## config.mk

```make
export PLATFORM = sky130hd
export DESIGN_NAME = zud_ctrl
export DESIGN_NICKNAME = d
export VERILOG_FILES = /design/src/rtl/core/zud_pkg.sv /design/src/rtl/core/zud_ctrl.sv
export SDC_FILE = /design/constraint.sdc
export NUM_CORES = 1
export LEC_CHECK = 0
export BUFFER_PORTS_ARGS = -buffer_cell sky130_fd_sc_hd__buf_4
export CORE_MARGIN = 2
export CORE_UTILIZATION = 41
export DETAILED_ROUTE_END_ITERATION = 7
export HOLD_SLACK_MARGIN = 0.08
export PLACE_DENSITY = 0.78
export SKIP_LAST_GASP = 1
export SYNTH_ARGS = -nofsm -noshare
export SYNTH_HDL_FRONTEND = slang
export SYNTH_SLANG_ARGS = --single-unit
```

## constraint.sdc

```tcl
create_clock -name clk -period 2.6 [get_ports clk]
set_input_delay 0.26 -clock clk [delete_from_list [all_inputs] [get_ports clk]]
set_output_delay 0.26 -clock clk [all_outputs]
set_load 0.05 [all_outputs]
```

## src/rtl/core/zud_pkg.sv

```systemverilog
// ----------------------------------------------------------------------------
// zud_pkg
// Shared constants, lookup functions and controller/datapath bundles for the
// reduce-method decompressor.
// ----------------------------------------------------------------------------
`default_nettype none

package zud_pkg;

    localparam int WINDOW_SIZE      = 16384;
    localparam int WIN_AW           = 14;
    localparam int FOLLOWER_MAX     = 64;
    localparam int FT_DEPTH         = 256 * FOLLOWER_MAX;
    localparam int FT_AW            = 14;
    localparam int SET_COUNT        = 256;
    localparam int BYTES_PER_RESULT = 8;

    localparam logic [7:0]        ESCAPE_CODE = 8'h90;
    localparam logic [WIN_AW-1:0] CLEAR_LAST  = 14'h3fff;

    // register index decode (paddr[2])
    localparam logic REG_FACTOR = 1'b0;
    localparam logic REG_LENGTH = 1'b1;

    typedef struct packed {
        logic [3:0] need;
        logic       take;
        logic       store_len;
        logic       store_ent;
        logic       dec_set;
        logic       start_dec;
        logic       len_rd;
        logic       len_load;
        logic       tab_rd;
        logic       sym_lit;
        logic       sym_lookup;
        logic       sym_exec;
        logic       hist_rd;
        logic       copy_step;
        logic       flush;
        logic       clr_step;
    } zud_cmd_t;

    typedef struct packed {
        logic [7:0] val;
        logic       bit_last;
        logic       set_zero;
        logic       ent_last;
        logic       bytes_zero;
        logic       sym_put;
        logic       sym_copy;
        logic       copy_end;
        logic       pack_empty;
        logic       pack_full;
        logic       out_free;
        logic       clr_last;
        logic       len_zero;
        logic [3:0] idx_need;
    } zud_stat_t;

    function automatic logic [2:0] clamp_factor(input logic [2:0] f);
        clamp_factor = (f > 3'd4) ? 3'd4 : f;
    endfunction

    function automatic logic [7:0] len_mask(input logic [2:0] f);
        logic [7:0] m;
        unique case (clamp_factor(f))
            3'd1:    m = 8'h7f;
            3'd2:    m = 8'h3f;
            3'd3:    m = 8'h1f;
            3'd4:    m = 8'h0f;
            default: m = 8'h00;
        endcase
        len_mask = m;
    endfunction

    function automatic logic [2:0] dist_shift(input logic [2:0] f);
        logic [2:0] s;
        unique case (clamp_factor(f))
            3'd1:    s = 3'd7;
            3'd2:    s = 3'd6;
            3'd3:    s = 3'd5;
            3'd4:    s = 3'd4;
            default: s = 3'd0;
        endcase
        dist_shift = s;
    endfunction

    function automatic logic [3:0] dist_mask(input logic [2:0] f);
        logic [3:0] m;
        unique case (clamp_factor(f))
            3'd1:    m = 4'h1;
            3'd2:    m = 4'h3;
            3'd3:    m = 4'h7;
            3'd4:    m = 4'hf;
            default: m = 4'h0;
        endcase
        dist_mask = m;
    endfunction

    // smallest b in 1..6 with 2^b >= n
    function automatic logic [3:0] index_width(input logic [5:0] n);
        logic [3:0] b;
        if (n <= 6'd2)       b = 4'd1;
        else if (n <= 6'd4)  b = 4'd2;
        else if (n <= 6'd8)  b = 4'd3;
        else if (n <= 6'd16) b = 4'd4;
        else if (n <= 6'd32) b = 4'd5;
        else                 b = 4'd6;
        index_width = b;
    endfunction

endpackage

`default_nettype wire

```

## src/rtl/core/zud_ctrl.sv

```systemverilog
// ----------------------------------------------------------------------------
// zud_ctrl
// Decoder sequencer: memory clear, follower set load, symbol decode,
// repeater copy and result flush.
// ----------------------------------------------------------------------------
`default_nettype none

module zud_ctrl (
    input  wire logic               clk,
    input  wire logic               rst_n,
    input  wire logic               in_valid,
    output logic                    in_ready,
    input  wire zud_pkg::zud_stat_t stat,
    output zud_pkg::zud_cmd_t       cmd
);

    localparam logic [3:0] S_CLEAR  = 4'd0;
    localparam logic [3:0] S_LLEN   = 4'd1;
    localparam logic [3:0] S_LENT   = 4'd2;
    localparam logic [3:0] S_FLAG   = 4'd3;
    localparam logic [3:0] S_LIT    = 4'd4;
    localparam logic [3:0] S_IDX    = 4'd5;
    localparam logic [3:0] S_LOOK   = 4'd6;
    localparam logic [3:0] S_SYM    = 4'd7;
    localparam logic [3:0] S_CPRD   = 4'd8;
    localparam logic [3:0] S_CPWR   = 4'd9;
    localparam logic [3:0] S_FLUSH  = 4'd10;
    localparam logic [3:0] S_RDLEN  = 4'd11;
    localparam logic [3:0] S_GOTLEN = 4'd12;
    localparam logic [3:0] S_DONE   = 4'd13;

    logic [3:0] state_reg, state_next;
    logic       take;

    always_comb
    begin
        in_ready = (state_reg == S_LLEN) || (state_reg == S_LENT) ||
                   (state_reg == S_FLAG) || (state_reg == S_LIT)  ||
                   (state_reg == S_IDX)  || (state_reg == S_DONE);
    end

    assign take = in_valid & in_ready;

    always_comb
    begin
        cmd        = '0;
        cmd.need   = 4'd8;
        state_next = state_reg;
        unique case (state_reg)
            S_CLEAR:
            begin
                cmd.clr_step = 1'b1;
                if (stat.clr_last)
                begin
                    state_next = S_LLEN;
                end
            end
            S_LLEN:
            begin
                cmd.need = 4'd6;
                cmd.take = take;
                if (take && stat.bit_last)
                begin
                    cmd.store_len = 1'b1;
                    if (stat.val[5:0] != 6'd0)
                    begin
                        state_next = S_LENT;
                    end
                    else if (stat.set_zero)
                    begin
                        cmd.start_dec = 1'b1;
                        state_next    = S_RDLEN;
                    end
                    else
                    begin
                        cmd.dec_set = 1'b1;
                    end
                end
            end
            S_LENT:
            begin
                cmd.take = take;
                if (take && stat.bit_last)
                begin
                    cmd.store_ent = 1'b1;
                    if (stat.ent_last)
                    begin
                        if (stat.set_zero)
                        begin
                            cmd.start_dec = 1'b1;
                            state_next    = S_RDLEN;
                        end
                        else
                        begin
                            cmd.dec_set = 1'b1;
                            state_next  = S_LLEN;
                        end
                    end
                end
            end
            S_FLAG:
            begin
                cmd.need = 4'd1;
                cmd.take = take;
                if (take)
                begin
                    state_next = stat.val[0] ? S_LIT : S_IDX;
                end
            end
            S_LIT:
            begin
                cmd.take = take;
                if (take && stat.bit_last)
                begin
                    cmd.sym_lit = 1'b1;
                    state_next  = S_SYM;
                end
            end
            S_IDX:
            begin
                cmd.need = stat.idx_need;
                cmd.take = take;
                if (take && stat.bit_last)
                begin
                    cmd.tab_rd = 1'b1;
                    state_next = S_LOOK;
                end
            end
            S_LOOK:
            begin
                cmd.sym_lookup = 1'b1;
                state_next     = S_SYM;
            end
            S_SYM:
            begin
                cmd.sym_exec = 1'b1;
                state_next   = (stat.sym_put || stat.sym_copy) ? S_CPRD : S_RDLEN;
            end
            S_CPRD:
            begin
                if (stat.pack_full)
                begin
                    state_next = S_FLUSH;
                end
                else if (stat.copy_end)
                begin
                    state_next = stat.pack_empty ? S_RDLEN : S_FLUSH;
                end
                else
                begin
                    cmd.hist_rd = 1'b1;
                    state_next  = S_CPWR;
                end
            end
            S_CPWR:
            begin
                cmd.copy_step = 1'b1;
                state_next    = S_CPRD;
            end
            S_FLUSH:
            begin
                // hold until the output register can take the beat
                if (stat.out_free)
                begin
                    cmd.flush  = 1'b1;
                    state_next = S_CPRD;
                end
            end
            S_RDLEN:
            begin
                if (stat.bytes_zero)
                begin
                    state_next = S_DONE;
                end
                else
                begin
                    cmd.len_rd = 1'b1;
                    state_next = S_GOTLEN;
                end
            end
            S_GOTLEN:
            begin
                cmd.len_load = 1'b1;
                state_next   = stat.len_zero ? S_LIT : S_FLAG;
            end
            S_DONE:
            begin
                // drop every further bit
                state_next = S_DONE;
            end
            default:
            begin
                state_next = S_CLEAR;
            end
        endcase
    end

    always_ff @(posedge clk or negedge rst_n)
    begin
        if (!rst_n)
        begin
            state_reg <= S_CLEAR;
        end
        else
        begin
            state_reg <= state_next;
        end
    end

`ifndef SYNTH
    a_clear_blocks_input: assert property (@(posedge clk) disable iff (!rst_n)
        (state_reg == S_CLEAR) |-> !in_ready)
        else $error("input taken during clear pass");
    a_copy_pair: assert property (@(posedge clk) disable iff (!rst_n)
        cmd.hist_rd |=> cmd.copy_step)
        else $error("history read not followed by copy step");
    a_lookup_pair: assert property (@(posedge clk) disable iff (!rst_n)
        cmd.tab_rd |=> cmd.sym_lookup)
        else $error("follower read not followed by lookup");
`endif

endmodule

`default_nettype wire

```

==> After elaboration in Yosys (flattened, before gate mapping) <==
Cells that the tools add are included.
{ "op_classes": {"n_reduce_logical": 11, "muxes": 45, "bitwise": 1, "n_eq_ne": 22} }
{ "op_table": {"columns": ["cell", "n"], "rows": [
  ["4-bit case mux with 14 select lines", 1],
  ["4-bit two-way mux", 12],
  ["4-bit equality test (second input constant)", 6],
  ["1-bit two-way mux", 23],
  ["4-bit by 3-bit equality test with 1-bit output (second input constant)", 4],
  ["4-bit case mux with 3 select lines", 1],
  ["2-bit two-way mux", 5],
  ["9-bit AND reduction", 1],
  ["4-bit by 2-bit equality test with 1-bit output (second input constant)", 2],
  ["2-bit by 1-bit inequality test with 1-bit output (second input constant)", 4],
  ["2-bit inequality test (second input constant)", 4],
  ["1-bit logical OR", 6],
  ["3-bit two-way mux", 2],
  ["6-bit nonzero test", 1],
  ["5-bit OR reduction", 1],
  ["4-bit by 1-bit equality test with 1-bit output (second input constant)", 1],
  ["4-bit zero test", 1],
  ["2-bit case mux with 2 select lines", 1],
  ["3-bit by 2-bit inequality test with 1-bit output (second input constant)", 1],
  ["1-bit bitwise AND", 1],
  ["1-bit logical AND", 1]
]} }
{ "word_totals": {"output_inout_bits": 20, "regBits": 4, "wordCells": 80, "in_bits": 27} }

==> Logic depth before layout (Yosys ltp) <==
Gate-level depths: netlist of run 1.
{ "logic_depth": {"word_depth": 10, "depth_mapped": 7, "depth_no_buf": 5} }

==> Worst setup path after synthesis of run 1 <==
No wires, ideal clock.
{ "synth_path": {"kind": "reg2out", "from": "register state_reg[1]", "to": "output port cmd[13] in the netlist's numbering", "path_slack_ps": -63, "n_path_buf": 1, "path_stages_with_launch": 4, "required_ps": 2340, "t_arrival_ps": 2403, "path_cell_list": "dfrtp_1 clkbuf_8 or2b_2 nor4_1"} }
{ "synth_lines": {"columns": ["item", "line", "source"], "rows": [
  ["from (decl)", "zud_ctrl.sv:32", "logic [3:0] state_reg, state_next;"],
  ["from (signal assigned)", "zud_ctrl.sv:206", "state_reg <= state_next;"],
  ["to (decl)", "zud_ctrl.sv:14", "output zud_pkg::zud_cmd_t cmd"]
]} }

==> qor.yml, run 1 <==
status: "complete, no violations"
syn_nets: 127
cts_tree: "done"
synthSimpleGateAreaFrac_pct: 37.0
setup_viol: 0
synth_ff_type: "dfrtp_1"
clock_latency_ns: 0.23
fin_setup_tns_ns: 0
crit_chain: "inv_1, nor2_1, a22oi_1, or4_1, nor2_1, buf_4"
critPathRequiredTime_ns: 2.34
ys_seq_area_share_pct: 13.9
area_growth_pct: 44.9
synthXorXnorAreaFrac_pct: 0
htreeDepth: 1
wl_per_cell_um: 13.7
final_cells: 159
gp_congestion: 0.821
drtPass1Iterations: 4
cpMaxStageDelayCell: "dfrtp_1"
clockBufferDepth: 2
ctsRootBufferMaster: "clkbuf_4"
synth_edf_count: 0
cellPowerDensity_nw_per_um2: 1230
path_clk_slew_ns: 0.04
critPathMaxFanout: 11
cp.arrival_ns: 1.99
port_buffers: 44
synth_area_sq_um: 719
critPathCaptureType: "primary output"
post-place-ws_ns: 0.457
postCtsHoldBufs: 1
post-route-period-util_pct: 86.5
start_util_pct: 42.6
hold_viol_final: 0
max_slew.worst_pin.slew_ns: 0.610
synth.area.mux_share_pct: 4.70
cpMostUsedCell: "nor2_1"
core_area_sq_um: 1690
slew_headroom_pct: 58.3
viasPerCell: 5.66
grt_pass1_vias: 817
worstSetupPathType: "reg -> out"
synth_top_family_by_area: "simple AND/OR/NAND/NOR gates"
leakagePower_uw: 0.000522
whs_ns: 0.365
dieArea_sq_um: 2110
grt_remaining_overflow: 0
synth_cell_types: 37
antenna_found_initial: 0
cts_buffers: 3
clock.fmax_ghz: 0.445
yosysWarnings: 0
synth_compound_area_share_pct: 28.7
largest_reg_flops: 4
synthArstFlopShare_pct: 100
cts_resized: 0
num-fill-cells: 164
timing.final.ws_setup_ns: 0.352
syn_area_per_cell_sq_um: 7.19
final_antenna_net_count: 0
die_x_um: 45.9
skew_ns: 0.00182
nets: 171
max_stage_delay_ns: 0.53
row_count: 15
diodes: 0
grt_usage_pct: 22.6
drt-initial-drc-count: 14
ir_drop_uv: 790
vias: 900
clock_sinks: 4
critPathLaunchType: "flop"
drcViolationCount: 0
grt_first_pass_wirelength_mm: 3.56
drive_above_1_share_pct: 40.1
synthAdderAreaFrac_pct: 0
syn_inst: 100
fin_crit_ns: 2.25
post-dp-hpwl_mm: 1.67
ios: 47
rsz0062_at_grt: "no"
routed_wl_mm: 2.18
max_cap_violations: 0
hp-class: "in -> async"
grt_max_degree: 22
slew_viol_final: 0
die_y_um: 45.9
ys_ff_latch: 4
postCtsSetupBuffers: 0
dp_cells: 155
-- metal layers --
layer  vias to the layer above  wire length [um]  track usage, %  part of all wire [%]
met5                         -                 0               0                     0
li1                        455                 -               -                     -
met2                        27              1100            36.1                    50
met3                         0               104            2.78                   4.8
met1                       418               979            31.4                    45
met4                         0                 0            6.86                     0
-- worst max-delay path, delay by kind of cell (launching register included) --
family,cells,cell delay [ns]
compound gates,1,0.09
flops,1,0.53
buf+inv,2,0.34
simple gates,3,0.79
-- area by class of cell --
class                           instances  area (sq um)  share of cell area (%)
Clock buffer                            3          22.5                    2.16
Inverter                                6          22.5                    2.16
Multi-Input combinational cell         81           513                    49.2
Sequential cell                         4           100                    9.60
Tap cell                               17          21.3                    2.04
Timing Repair Buffer                   48           363                    34.8
-- cell usage in the layout (no fill, tap or decap), types with 2 or more instances in the layout --
| cell type | Yosys | final |
|---|---|---|
| nor4_1 | 5 | 4 |
| nand3_1 | 2 | 2 |
| buf_4 | 0 | 47 |
| a32oi_1 | 2 | 2 |
| nor2_1 | 13 | 13 |
| nor2b_1 | 2 | 2 |
| o22ai_1 | 2 | 2 |
| nand2_1 | 9 | 9 |
| o21ai_0 | 5 | 5 |
| inv_1 | 6 | 6 |
| mux2_2 | 2 | 2 |
| nor3_1 | 5 | 5 |
| nand2b_1 | 3 | 3 |
| or3_1 | 2 | 2 |
| dfrtp_1 | 4 | 4 |
| a21oi_1 | 8 | 8 |
| o211a_1 | 4 | 4 |
| clkbuf_4 | 0 | 3 |
| a22oi_1 | 2 | 2 |
-- path summary, 6_finish.rpt --
kind | depth (start not counted) | end | slack [ns] | startpoint
worst max-delay path | 6 | cmd[10] | 0.35 | state_reg[0]$_DFFE_PN0P_
worst min-delay path | 2 | state_reg[3]$_DFFE_PN0P_ | 0.37 | rst_n
worst max register to register | 5 | state_reg[1]$_DFFE_PN0P_ | 0.51 | state_reg[1]$_DFFE_PN0P_
worst min register to register | 3 | state_reg[2]$_DFFE_PN0P_ | 0.78 | state_reg[2]$_DFFE_PN0P_
max in group asynchronous | 2 | state_reg[0]$_DFFE_PN0P_ | 2.14 | rst_n
min in group clk | 3 | state_reg[2]$_DFFE_PN0P_ | 0.41 | in_valid
-- power breakdown --
part / total, uW / internal, uW / switching, uW
Clock: 73.7 / 51.4 / 22.3
Sequential: 189 / 95.7 / 93.5
Combinational: 1020 / 374 / 646
-- cell families after synthesis --
| logic type | count (synthesis) |
|---|---|
| simple gates | 49 |
| compound gates | 29 |
| buf+inv | 15 |
| flops | 4 |
| mux | 3 |
-- cells in the mapped netlist (all sizes together), types with 3 or more instances --
cell	n	area, sq um
o21ai	5	25.0
nor3	6	41.3
o211a	4	40.0
a21oi	8	40.0
clkbuf	5	58.8
mux2	3	33.8
nand2	9	33.8
nand2b	3	18.8
inv	6	22.5
nor2	13	48.8
buf	4	31.3
nor4	5	31.3
dfrtp	4	100
-- metrics by stage --
| step | util [%] | total power, uW | area [sq um] |
|---|---|---|---|
| floorplan | - | 1020 | 726 |
| global placement | 59.8 | 1190 | 1010 |
| detailed placement | 59.8 | 1210 | 1010 |
| CTS | 61.7 | 1290 | 1040 |
| global route | 61.7 | 1390 | 1040 |
| finish | 61.7 | 1280 | 1040 |
No activity file was read; power rests on OpenSTA's default activity.
==> run 2: changes to the inputs <==
--- a/config.mk
+++ b/config.mk
@@ -11,6 +11,7 @@
 export DETAILED_ROUTE_END_ITERATION = 7
 export HOLD_SLACK_MARGIN = 0.08
 export PLACE_DENSITY = 0.78
+export SETUP_SLACK_MARGIN = 0.4
 export SKIP_LAST_GASP = 1
 export SYNTH_ARGS = -nofsm -noshare
 export SYNTH_HDL_FRONTEND = slang
==> qor.yml, run 2 (synthesized netlist as in run 1, its figures left out) <==
dp_cells: 155  # unchanged
grt_remaining_overflow: 0  # unchanged
grt_usage_pct: 21.9  # -0.74 points
clockBufferDepth: 2  # unchanged
diodes: 0  # unchanged
crit_family: "simple AND/OR/NAND/NOR gates"
core_area_sq_um: 1690  # unchanged
whs_ns: 0.368  # +0.00305 ns
slew_headroom_pct: 54.5  # -3.8 points
drtPass1Iterations: 4  # unchanged
setup_viol: 0  # unchanged
fin_setup_tns_ns: 0  # unchanged
antenna_found_initial: 0  # unchanged
ctsRootBufferMaster: "clkbuf_4"
r2r_start: "state_reg[2]$_DFFE_PN0P_"
fin_area_sq_um: 1100  # +5.3%
post-route-period-util_pct: 82.8  # -3.7 points
critPathMaxFanout: 3  # -8
worstSetupPathType: "in -> out"
grt_pass1_vias: 794  # -2.8%
hp-class: "in -> async"
ir_drop_uv: 797  # +0.95%
cts_tree: "done"
nets: 174  # +1.8%
start_util_pct: 42.6  # unchanged
port_buffers: 44  # unchanged
final_antenna_net_count: 0  # unchanged
final_cells: 162  # +1.9%
critPathRequiredTime_ns: 2.34  # about the same
dieArea_sq_um: 2110  # unchanged
routed_wl_mm: 2.31  # +6.0%
place_area_sq_um: 1030  # +1.6%
vias: 960  # +6.7%
die_x_um: 45.9  # unchanged
drt-initial-drc-count: 44  # +30
cts_buffers: 3  # unchanged
wl_per_cell_um: 14.3  # +4.0%
num-fill-cells: 161  # -1.8%
path_clk_slew_ns: 0.04  # about the same
max_stage_delay_ns: 0.53  # about the same
grt_max_degree: 26  # +18%
gp_congestion: 0.879  # +7.0%
row_count: 15  # unchanged
r2r_end: "state_reg[3]$_DFFE_PN0P_"
max_cap_violations: 0  # unchanged
viasPerCell: 5.93  # +4.7%
fin_crit_ns: 2.15  # -0.0967 ns
hold_viol_final: 0  # unchanged
leakagePower_uw: 0.000538  # +3.1%
crit_chain: "buf_4, or4_4, nor3_4, a22oi_1, or4_4, nor2_2, buf_4"
max_slew.worst_pin.slew_ns: 0.665  # +0.0557 ns
regArea_sq_um: 103  # +2.5%
critPathLaunchType: "input port"
timing.critical_path.buf_inv: 2  # unchanged
largest_reg_flops: 4  # unchanged
multiInputGateArea_sq_um: 536  # +4.4%
skew_ns: 0.000698  # -0.00112 ns
rr_worst_depth: 5  # unchanged
r2r_slack_ns: 0.62  # +0.11 ns
slew_viol_final: 0  # unchanged
path_depth: 7  # +1
rsz0062_at_grt: "no"
drcViolationCount: 0  # unchanged
status: "complete, no violations"
area_growth_pct: 52.5
clock.fmax_ghz: 0.465  # +4.5%
cpMaxStageDelayCell: "or4_4"
final_common_cell: "buf_4"
ios: 47  # unchanged
post-dp-hpwl_mm: 1.65  # -1.4%
clock_latency_ns: 0.23  # about the same
final_cell_mix: "48 x buf_4, 10 x nor2_1, 9 x nand2_1"
p_total_uw: 1360  # +6.2%
cellPowerDensity_nw_per_um2: 1240  # +0.86%
critPathCaptureType: "primary output"
cp.arrival_ns: 1.89  # -0.10 ns
grt_first_pass_wirelength_mm: 3.37  # -5.2%
clock_sinks: 4  # unchanged
htreeDepth: 1  # unchanged
die_y_um: 45.9  # unchanged
drive_above_1_share_pct: 46.9  # +6.8 points
## run 2: cell types whose count changed in the layout (fill, tap and decap cells not counted), sizes merged
| cell | delta |
|---|---|
| buf | +3 |
## run 2: layer usage
layer  up-vias  track usage (%)  wire [um]
li1        463                -          -
met1       439             28.2        934
met2        58             35.3       1170
met3         0             2.38        205
met4         0             11.4          0
met5         -                0          0
## run 2: metrics by stage
stage	utilization [%]	setup WS (ns)
detailed placement	60.7	0.430
global placement	60.7	0.438
finish	65.0	0.448
floorplan	-	0.0589
global route	65.0	0.391
CTS	62.7	0.427
## run 2: how the worst max path moves through the flow
stage / from / end / slack (ns)
floorplan: state_reg[0]$_DFFE_PN0P_ / cmd[0] / 0.06
global placement: stat[19] / cmd[10] / 0.44
detailed placement: stat[19] / cmd[11] / 0.43
CTS: state_reg[3]$_DFFE_PN0P_ / cmd[3] / 0.43
global route: stat[19] / cmd[10] / 0.39
finish: stat[19] / cmd[10] / 0.45
## run 2: cell type report
class / instances / area share (%)
repair buffers: 51 / 35.8
flip-flops and latches: 4 / 9.35
multi-input cells: 81 / 48.8
clock buffers: 3 / 2.05
inverters: 6 / 2.05
well taps: 17 / 1.94
## run 2: power by group
part	total [uW]	internal [uW]	switching [uW]
Clock	73.5	51.4	22.1
Sequential	168	99.6	68.5
Combinational	1120	412	709
## run 2: repair_timing
action / in CTS / in global routing
pin swaps: 0 / 0
setup buffers: 0 / 3
hold endpoints to repair: 4 / 0
resized for setup: 1 / 5
hold buffers: 1 / 0
setup endpoints to repair: 2 / 5
## run 2: worst reg2reg max path: stages (launching register included)
cell and delay (ns):
dfrtp_1 0.36, nand2b_1 0.22, a2111oi_0 0.66, a21oi_1 0.11, o211ai_2 0.14, mux2_2 0.37
